===== src/design/spdd_pkg.sv =====
// Shared types and constants for the stick pulse deadzone dither block.
// No dependencies; used by every module of the block.
package spdd_pkg;

    localparam int DUTY_BITS_DEF = 14;
    localparam int PW            = 14;
    localparam int NCH           = 4;

    localparam logic [1:0] OP_AUTO = 2'd0;
    localparam logic [1:0] OP_RX   = 2'd1;
    localparam logic [1:0] OP_TICK = 2'd2;
    localparam logic [1:0] OP_LOAD = 2'd3;

    localparam logic [2:0] REG_AUTO_MASK    = 3'd0;
    localparam logic [2:0] REG_PULSE_LOW    = 3'd1;
    localparam logic [2:0] REG_PULSE_HIGH   = 3'd2;
    localparam logic [2:0] REG_PULSE_MIDDLE = 3'd3;
    localparam logic [2:0] REG_EDGE_ABOVE   = 3'd4;
    localparam logic [2:0] REG_EDGE_BELOW   = 3'd5;
    localparam logic [2:0] REG_DITHER_SPAN  = 3'd6;

    localparam int STICK_FULL = 10000;
    localparam int STICK_DEAD = 1000;
    localparam int FRAC_ONE   = 1000;

    // |num| / 20000 == ((|num| >> 5) * RECIP_625) >> RECIP_SHIFT, exact below 2^29
    localparam int          PRE_SHIFT   = 5;
    localparam int          RECIP_SHIFT = 34;
    localparam logic [24:0] RECIP_625   = 25'd27487791;

    localparam logic [13:0] RST_PULSE_LOW    = 14'd9240;
    localparam logic [13:0] RST_PULSE_HIGH   = 14'd15960;
    localparam logic [13:0] RST_PULSE_MIDDLE = 14'd12600;
    localparam logic [13:0] RST_EDGE_ABOVE   = 14'd12969;
    localparam logic [13:0] RST_EDGE_BELOW   = 14'd12230;
    localparam logic [5:0]  RST_DITHER_SPAN  = 6'd50;

    typedef struct packed {
        logic [3:0]  auto_mask;
        logic [13:0] pulse_low;
        logic [13:0] pulse_high;
        logic [13:0] pulse_middle;
        logic [13:0] edge_above;
        logic [13:0] edge_below;
        logic [5:0]  dither_span;
    } cfg_t;

    typedef struct packed {
        logic [1:0]  opcode;
        logic [1:0]  channel;
        logic [31:0] timeout_value;
        logic [15:0] stick_value;
    } item_t;

    typedef struct packed {
        logic [1:0]  opcode;
        logic [1:0]  channel;
        logic [31:0] timeout_value;
        logic [28:0] prod_mag;
        logic        prod_neg;
        logic        stick_neg;
        logic        dead;
        logic [9:0]  frac;
    } map_t;

    typedef struct packed {
        logic                   expired;
        logic [31:0]            ticks_left;
        logic [NCH-1:0][PW-1:0] duty;
    } res_t;

    function automatic logic [15:0] sat16(input logic [15:0] v, input logic [15:0] vmax);
        return (v > vmax) ? vmax : v;
    endfunction

endpackage


===== src/design/spdd_stick_map.sv =====
// Input stage logic: clamps the stick value, forms the mapping product,
// derives the deadzone flag and dither fraction. Depends on spdd_pkg.
module spdd_stick_map (
    input  spdd_pkg::item_t item,
    input  spdd_pkg::cfg_t  cfg,
    output spdd_pkg::map_t  map
);

    logic signed [15:0] s;
    logic signed [15:0] sc;
    logic signed [15:0] off;
    logic signed [14:0] diff;
    logic signed [30:0] prod;
    logic [13:0]        mag;

    always_comb begin
        s = $signed(item.stick_value);
        if (s < -16'(spdd_pkg::STICK_FULL)) begin
            sc = -16'(spdd_pkg::STICK_FULL);
        end else if (s > 16'(spdd_pkg::STICK_FULL)) begin
            sc = 16'(spdd_pkg::STICK_FULL);
        end else begin
            sc = s;
        end
        off  = sc + 16'(spdd_pkg::STICK_FULL);
        diff = $signed({1'b0, cfg.pulse_high}) - $signed({1'b0, cfg.pulse_low});
        prod = 31'(off) * 31'(diff);
        mag  = sc[15] ? 14'(-sc) : 14'(sc);

        map.opcode        = item.opcode;
        map.channel       = item.channel;
        map.timeout_value = item.timeout_value;
        map.prod_neg      = prod[30];
        map.prod_mag      = prod[30] ? 29'(-prod) : 29'(prod);
        map.stick_neg     = sc[15];
        map.dead          = (mag < 14'(spdd_pkg::STICK_DEAD));
        map.frac          = (mag > 14'(spdd_pkg::STICK_DEAD)) ? 10'(spdd_pkg::FRAC_ONE)
                                                              : mag[9:0];
    end

endmodule


===== src/design/spdd_target_calc.sv =====
// Second stage logic: divides the mapping product by the stick span and
// picks the deadzone edge. Depends on spdd_pkg.
module spdd_target_calc #(
    parameter int DUTY_BITS = spdd_pkg::DUTY_BITS_DEF
) (
    input  spdd_pkg::map_t        map,
    input  spdd_pkg::cfg_t        cfg,
    output logic [DUTY_BITS-1:0]  target
);

    localparam logic [15:0] DMAX = 16'((32'd1 << DUTY_BITS) - 32'd1);

    logic [23:0]        pre;
    logic [48:0]        qprod;
    logic [14:0]        quot;
    logic signed [15:0] qs;
    logic signed [15:0] mapped;
    logic [15:0]        pos;

    always_comb begin
        pre   = map.prod_mag[28:spdd_pkg::PRE_SHIFT];
        qprod = 49'(pre) * 49'(spdd_pkg::RECIP_625);
        quot  = qprod[48:spdd_pkg::RECIP_SHIFT];
        qs    = map.prod_neg ? $signed(-16'(quot)) : $signed(16'(quot));
        mapped = $signed({2'b00, cfg.pulse_low}) + qs;
        if (map.dead) begin
            mapped = $signed({2'b00, map.stick_neg ? cfg.edge_below : cfg.edge_above});
        end
        pos    = mapped[15] ? 16'd0 : 16'(mapped);
        target = DUTY_BITS'(spdd_pkg::sat16(pos, DMAX));
    end

endmodule


===== src/design/spdd_state.sv =====
// Channel state: targets, dither fractions, pin duties, dither counter and
// watchdog, with the per-transaction update. Depends on spdd_pkg.
module spdd_state #(
    parameter int DUTY_BITS = spdd_pkg::DUTY_BITS_DEF
) (
    input  logic                  aclk,
    input  logic                  aresetn,
    input  logic                  upd,
    input  spdd_pkg::map_t        map,
    input  logic [DUTY_BITS-1:0]  new_target,
    input  spdd_pkg::cfg_t        cfg,
    output spdd_pkg::res_t        res
);

    localparam int          NCH  = spdd_pkg::NCH;
    localparam int          EW   = DUTY_BITS + spdd_pkg::PW;
    localparam logic [15:0] DMAX = 16'((32'd1 << DUTY_BITS) - 32'd1);
    localparam logic [DUTY_BITS-1:0] RST_TARGET =
        DUTY_BITS'(spdd_pkg::sat16(16'(spdd_pkg::RST_PULSE_MIDDLE), DMAX));

    logic [DUTY_BITS-1:0] target_reg [NCH];
    logic [DUTY_BITS-1:0] target_next[NCH];
    logic [9:0]           frac_reg   [NCH];
    logic [9:0]           frac_next  [NCH];
    logic [DUTY_BITS-1:0] duty_reg   [NCH];
    logic [DUTY_BITS-1:0] duty_next  [NCH];
    logic [5:0]           cnt_reg;
    logic [5:0]           cnt_next;
    logic [31:0]          wd_reg;
    logic [31:0]          wd_next;

    logic                 expired;
    logic                 is_auto;
    logic [DUTY_BITS-1:0] mid_sat;
    logic [15:0]          cnt_k;
    logic [15:0]          frac_k [NCH];
    logic [6:0]           cnt_inc;
    logic [EW-1:0]        ext    [NCH];

    always_comb begin
        for (int c = 0; c < NCH; c++) begin
            target_next[c] = target_reg[c];
            frac_next[c]   = frac_reg[c];
            duty_next[c]   = duty_reg[c];
            frac_k[c]      = 16'(frac_reg[c]) * 16'(cfg.dither_span);
        end
        cnt_next = cnt_reg;
        wd_next  = wd_reg;
        expired  = 1'b0;
        mid_sat  = DUTY_BITS'(spdd_pkg::sat16(16'(cfg.pulse_middle), DMAX));
        is_auto  = cfg.auto_mask[map.channel];
        cnt_k    = 16'(cnt_reg) * 16'(spdd_pkg::FRAC_ONE);
        cnt_inc  = 7'(cnt_reg) + 7'd1;

        case (map.opcode)
            spdd_pkg::OP_AUTO: begin
                if (is_auto) begin
                    target_next[map.channel] = new_target;
                    frac_next[map.channel]   = map.frac;
                end
            end
            spdd_pkg::OP_RX: begin
                if (!is_auto) begin
                    target_next[map.channel] = new_target;
                    frac_next[map.channel]   = map.frac;
                end
            end
            spdd_pkg::OP_TICK: begin
                if (wd_reg != 32'd0) begin
                    wd_next = wd_reg - 32'd1;
                    if (wd_reg == 32'd1) begin
                        expired = 1'b1;
                        for (int c = 0; c < NCH; c++) begin
                            target_next[c] = mid_sat;
                            if (cfg.auto_mask[c]) begin
                                duty_next[c] = mid_sat;
                            end
                        end
                    end else begin
                        for (int c = 0; c < NCH; c++) begin
                            if (cnt_reg == 6'd0) begin
                                duty_next[c] = target_reg[c];
                            end
                            if (cnt_k > frac_k[c]) begin
                                duty_next[c] = mid_sat;
                            end
                        end
                        cnt_next = (cnt_inc > {1'b0, cfg.dither_span}) ? 6'd0 : cnt_inc[5:0];
                    end
                end
            end
            spdd_pkg::OP_LOAD: begin
                wd_next = map.timeout_value;
            end
            default: begin
            end
        endcase

        for (int c = 0; c < NCH; c++) begin
            ext[c]      = EW'(duty_next[c]);
            res.duty[c] = ext[c][spdd_pkg::PW-1:0];
        end
        res.ticks_left = wd_next;
        res.expired    = expired;
    end

    always_ff @(posedge aclk) begin
        if (!aresetn) begin
            for (int c = 0; c < NCH; c++) begin
                target_reg[c] <= RST_TARGET;
                frac_reg[c]   <= 10'd0;
                duty_reg[c]   <= '0;
            end
            cnt_reg <= 6'd0;
            wd_reg  <= 32'd0;
        end else if (upd) begin
            for (int c = 0; c < NCH; c++) begin
                target_reg[c] <= target_next[c];
                frac_reg[c]   <= frac_next[c];
                duty_reg[c]   <= duty_next[c];
            end
            cnt_reg <= cnt_next;
            wd_reg  <= wd_next;
        end
    end

endmodule


===== src/design/stick_pulse_deadzone_dither_top.sv =====
// Top level of the four-channel stick pulse driver with deadzone dither and watchdog.
// Depends on spdd_pkg, spdd_stick_map, spdd_target_calc and spdd_state.
//
// Usage:
//   Input stream (s_): one transaction per command. s_tuser carries the opcode
//   (auto command, receiver sample, one-millisecond tick, load timeout) and the
//   channel; s_tdata carries the stick value and the timeout value.
//   Output stream (m_): exactly one transaction per input transaction, in order,
//   holding the four pin duties after the update, the watchdog count and the
//   expiry flag.
//   Configuration: cfg_wr_en with cfg_addr/cfg_wdata writes one register per
//   cycle; write only while no transaction is in flight.
// Timing:
//   The path from input to output runs through the input register, product register
//   and result register. Throughput is one transaction per cycle while m_tready
//   is high; the product of the stick mapping is registered before the reciprocal
//   divide, and all state is updated in the stage that loads the result register.
// Reset: aresetn low clears the pipeline, restores the default registers,
//   sets targets to the middle pulse and duties, counter and watchdog to zero.
// Stall: with m_tready low the result is held; s_tready stays high while a
//   pipeline stage is free, so up to two more transactions are taken.
module stick_pulse_deadzone_dither_top #(
    parameter int DUTY_BITS = spdd_pkg::DUTY_BITS_DEF
) (
    input  logic        aclk,
    input  logic        aresetn,
    input  logic        s_tvalid,
    output logic        s_tready,
    input  logic [47:0] s_tdata,   // stick_value[15:0], timeout_value[47:16]
    input  logic [3:0]  s_tuser,   // opcode[1:0], channel[3:2]
    output logic        m_tvalid,
    input  logic        m_tready,
    // duty_roll[13:0], duty_pitch[27:14], duty_yaw[41:28], duty_gaz[55:42],
    // ticks_left[87:56], expired[88], zero fill[95:89]
    output logic [95:0] m_tdata,
    input  logic        cfg_wr_en,
    input  logic [2:0]  cfg_addr,
    input  logic [13:0] cfg_wdata
);

    spdd_pkg::cfg_t  cfg_reg;
    spdd_pkg::item_t item_reg;
    spdd_pkg::map_t  map_comb;
    spdd_pkg::map_t  map_reg;
    spdd_pkg::res_t  res_comb;
    spdd_pkg::res_t  res_reg;

    logic                 v1_reg;
    logic                 v2_reg;
    logic                 out_v_reg;
    logic                 adv1;
    logic                 adv2;
    logic                 adv_out;
    logic                 upd;
    logic [DUTY_BITS-1:0] new_target;

    assign adv_out  = !out_v_reg || m_tready;
    assign adv2     = !v2_reg || adv_out;
    assign adv1     = !v1_reg || adv2;
    assign upd      = v2_reg && adv_out;
    assign s_tready = adv1;
    assign m_tvalid = out_v_reg;
    assign m_tdata  = 96'(res_reg);

    always_ff @(posedge aclk) begin
        if (!aresetn) begin
            cfg_reg.auto_mask    <= 4'd0;
            cfg_reg.pulse_low    <= spdd_pkg::RST_PULSE_LOW;
            cfg_reg.pulse_high   <= spdd_pkg::RST_PULSE_HIGH;
            cfg_reg.pulse_middle <= spdd_pkg::RST_PULSE_MIDDLE;
            cfg_reg.edge_above   <= spdd_pkg::RST_EDGE_ABOVE;
            cfg_reg.edge_below   <= spdd_pkg::RST_EDGE_BELOW;
            cfg_reg.dither_span  <= spdd_pkg::RST_DITHER_SPAN;
        end else if (cfg_wr_en) begin
            case (cfg_addr)
                spdd_pkg::REG_AUTO_MASK:    cfg_reg.auto_mask    <= cfg_wdata[3:0];
                spdd_pkg::REG_PULSE_LOW:    cfg_reg.pulse_low    <= cfg_wdata;
                spdd_pkg::REG_PULSE_HIGH:   cfg_reg.pulse_high   <= cfg_wdata;
                spdd_pkg::REG_PULSE_MIDDLE: cfg_reg.pulse_middle <= cfg_wdata;
                spdd_pkg::REG_EDGE_ABOVE:   cfg_reg.edge_above   <= cfg_wdata;
                spdd_pkg::REG_EDGE_BELOW:   cfg_reg.edge_below   <= cfg_wdata;
                spdd_pkg::REG_DITHER_SPAN:  cfg_reg.dither_span  <= cfg_wdata[5:0];
                default: begin
                end
            endcase
        end
    end

    always_ff @(posedge aclk) begin
        if (!aresetn) begin
            v1_reg    <= 1'b0;
            v2_reg    <= 1'b0;
            out_v_reg <= 1'b0;
        end else begin
            if (adv1) begin
                v1_reg <= s_tvalid;
            end
            if (adv2) begin
                v2_reg <= v1_reg;
            end
            if (adv_out) begin
                out_v_reg <= v2_reg;
            end
        end
    end

    always_ff @(posedge aclk) begin
        if (adv1 && s_tvalid) begin
            item_reg.opcode        <= s_tuser[1:0];
            item_reg.channel       <= s_tuser[3:2];
            item_reg.stick_value   <= s_tdata[15:0];
            item_reg.timeout_value <= s_tdata[47:16];
        end
        if (adv2 && v1_reg) begin
            map_reg <= map_comb;
        end
        if (upd) begin
            res_reg <= res_comb;
        end
    end

    spdd_stick_map u_map (
        .item (item_reg),
        .cfg  (cfg_reg),
        .map  (map_comb)
    );

    spdd_target_calc #(
        .DUTY_BITS (DUTY_BITS)
    ) u_calc (
        .map    (map_reg),
        .cfg    (cfg_reg),
        .target (new_target)
    );

    spdd_state #(
        .DUTY_BITS (DUTY_BITS)
    ) u_state (
        .aclk       (aclk),
        .aresetn    (aresetn),
        .upd        (upd),
        .map        (map_reg),
        .new_target (new_target),
        .cfg        (cfg_reg),
        .res        (res_comb)
    );

    a_expired_zero: assert property (@(posedge aclk) disable iff (!aresetn)
        out_v_reg && res_reg.expired |-> res_reg.ticks_left == 32'd0)
        else $error("expiry reported with watchdog count nonzero");

    a_stage_hold: assert property (@(posedge aclk) disable iff (!aresetn)
        v2_reg && !adv_out |=> v2_reg && $stable(map_reg))
        else $error("stalled product stage lost its transaction");

    a_reset_empty: assert property (@(posedge aclk)
        !aresetn |=> !v1_reg && !v2_reg && !out_v_reg)
        else $error("pipeline not empty after reset");

endmodule

===== config.mk =====
export PLATFORM = sky130hd
export DESIGN_NAME = stick_pulse_deadzone_dither_top
export DESIGN_NICKNAME = d
export VERILOG_FILES = /design/src/design/spdd_pkg.sv /design/src/design/spdd_stick_map.sv /design/src/design/spdd_target_calc.sv /design/src/design/spdd_state.sv /design/src/design/stick_pulse_deadzone_dither_top.sv
export SDC_FILE = /design/constraint.sdc
export NUM_CORES = 2
export LEC_CHECK = 0
export BUFFER_PORTS_ARGS = -buffer_cell sky130_fd_sc_hd__buf_2
export CAP_MARGIN = 20
export CORE_ASPECT_RATIO = 0.9
export CORE_MARGIN = 1
export CORE_UTILIZATION = 40
export CTS_BUF_LIST = sky130_fd_sc_hd__clkbuf_16
export DETAILED_ROUTE_END_ITERATION = 6
export MAX_ROUTING_LAYER = met4
export PLACE_DENSITY_LB_ADDON = 0.05
export SLEW_MARGIN = 20
export SYNTH_ARGS = -nofsm -noshare
export SYNTH_HDL_FRONTEND = slang
export SYNTH_HIERARCHICAL = 1
export SYNTH_SLANG_ARGS = --single-unit

===== constraint.sdc =====
create_clock -name aclk -period 11.1 [get_ports aclk]
set_clock_uncertainty 0.05 [all_clocks]
set_input_delay 2.22 -clock aclk [delete_from_list [all_inputs] [get_ports aclk]]
set_output_delay 2.22 -clock aclk [all_outputs]
set_load 0.01 [all_outputs]

==> impl_summary.txt <==
----------------------------------------------------
[Run status]
  Run status ... finished, final reports clean

[Finish]
  Layout Area Growth over Synthesis ... 8.93%
  Total Nets Final ... 7,197
  Core occupancy in the finished layout ... 44.0%
  Flip-flop count of the largest register after layout ... 89
  Share of layout cells above drive strength 1 ... 8.85%
  Highest-count cells in the layout ignoring fill and taps ... 982 x sky130_fd_sc_hd__inv_1, 617 x sky130_fd_sc_hd__fa_1, 605 x sky130_fd_sc_hd__nand2_1
  Post-layout instance count excluding filler cells ... 7,843
  Most frequent standard cell in the layout excluding fill and tap cells ... sky130_fd_sc_hd__inv_1

[Critical path]
  Crit Path Max Fanout ... 14
  Type of origin of the critical path ... flop
  Worst Setup End Kind ... flop
  Longest individual stage delay on the worst path ... 0.59 ns
  Required time at the endpoint of the critical path ... 11.39 ns
  Critical path start-end classification ... reg2reg
  Slowest-stage cell, CP ... sky130_fd_sc_hd__edfxtp_1
  CP arrival ... 10.75 ns

[STA]
  Part of the cycle the worst path needs ... 94.2%
  Transition time at the pin with the least slew margin ... 1.20 ns
  Final count of negative-setup-slack endpoints ... 0
  Max-slew violations ... 0
  Setup Total Neg Slack ... 0 ns
  Worst slew margin relative to its limit ... 19.4%
  Fmax achieved ... 0.0956 GHz
  Min Clock Period, post-route ... 10.46 ns
  Final Hold Vio Count ... 0

[Global routing]
  Total GRT Usage ... 24.4%
  Number of global-route vias before repair ... 41,600
  Global-route wire length before repair ... 256 mm
  Initial antenna violation count ... 8
  Largest net degree at the start of global routing ... 86
  GR Overflow Total ... 0

[Die]
  Number of cell rows ... 129
  DIE WIDTH ... 395 um
  Overall die area ... 140,000 um2
  Starting density of the core ... 40.4%
  Die Y ... 356 um
  Core Region ... 138,000 um2
  I/O pin cnt ... 172

[Routing]
  Total Wirelength ... 166 mm
  Number of iterations in the first detailed-routing pass ... 5
  Number of design rule violations left after detail routing ... 0
  Via density ... 5.24
  Starting DRT DRC Count ... 2,997
  Via total after detailed routing ... 41,100
  Average routed wire per standard cell ... 21.1 um
  Number of antenna-violating nets in the routed design ... 0

[Job]
  Max-capacitance violation count ... 0

[Worst hold path]
  Kind of path behind the tightest hold check ... reg2reg

[Logic synthesis]
  Synthesized instance count ... 5,851
  Synthesized area per cell ... 9.50 um2
  Total number of yosys warnings ... 6
  Area of the mapped netlist ... 55,600 um2

[Place]
  Buffers on Ports ... 164
  HPWL after detailed placement ... 132 mm
  DP Cell Count ... 7,697
  Global placer's final weighted congestion ... 0.874

[Clocking]
  Clock tree from TritonCTS ... done
  Sink Count ... 487
  Clock-pin slew on the worst setup and hold paths ... 0.06 ns
  Root buffer selected by CTS ... sky130_fd_sc_hd__clkbuf_16
  Clock latency reported for the late side of the worst-skew pair ... 0.71 ns
  # H-tree levels ... 2
  Max Root-Sink Buffers ... 3
  TritonCTS Buffers ... 59

----------------------------------------------------
per-stage QoR:
step	setup WS [ns]	instance area (um2)	hold slack (ns)
floorplan	0.837	55700	0.383
global placement	0.437	58200	0.352
detailed placement	0.438	58200	0.355
CTS	0.351	60200	0.331
global route	-0.0130	60500	0.330
finish	0.638	60500	0.339
area by class of cell:
| cell class | instances | area (um2) |
|---|---|---|
| Multi-Input combinational cell | 4161 | 37500 |
| Tap cell | 1834 | 2290 |
| Clock inverter | 50 | 514 |
| Timing Repair Buffer | 268 | 1660 |
| Sequential cell | 487 | 13400 |
| Inverter | 974 | 3660 |
| Fill cell | 13500 | 77100 |
| Clock buffer | 60 | 1500 |
| Antenna cell | 9 | 22.5 |
worst max-delay path, delay by kind of cell, from the launching register on:
family | cells | cell delay (ns)
compound gates | 10 | 1.53
xor+xnor | 1 | 0.16
fa+ha+maj | 10 | 4.23
buf+inv | 7 | 0.61
flops | 1 | 0.59
mux | 1 | 0.43
simple gates | 12 | 2.49
final timing paths:
path,startpoint,end,slack [ns],cells after the start
max,map_reg[25]$_DFFE_PP_,u_state/target_reg[1][12]$_SDFFCE_PN1P_,0.64,41
min,item_reg[47]$_DFFE_PP_,map_reg[73]$_DFFE_PP_,0.34,0
max reg2reg,map_reg[25]$_DFFE_PP_,u_state/target_reg[1][12]$_SDFFCE_PN1P_,0.64,41
min reg2reg,item_reg[47]$_DFFE_PP_,map_reg[73]$_DFFE_PP_,0.34,0
metal layers:
metal / global-route usage [%] / part of all wire (%)
met3: 4.05 / 5.5
met2: 35.9 / 43
met4: 4.47 / 1.7
met5: - / 0
met1: 35.5 / 49
what timing repair did:
item,in CTS,in global routing
setup endpoints to repair,0,59
buffers inserted,0,26
gates resized for setup,0,12
hold buffers,0,0
Power is left out: the tool's default activity adds up to more than one toggle a clock period on the data nets, which glitch-free logic cannot reach.
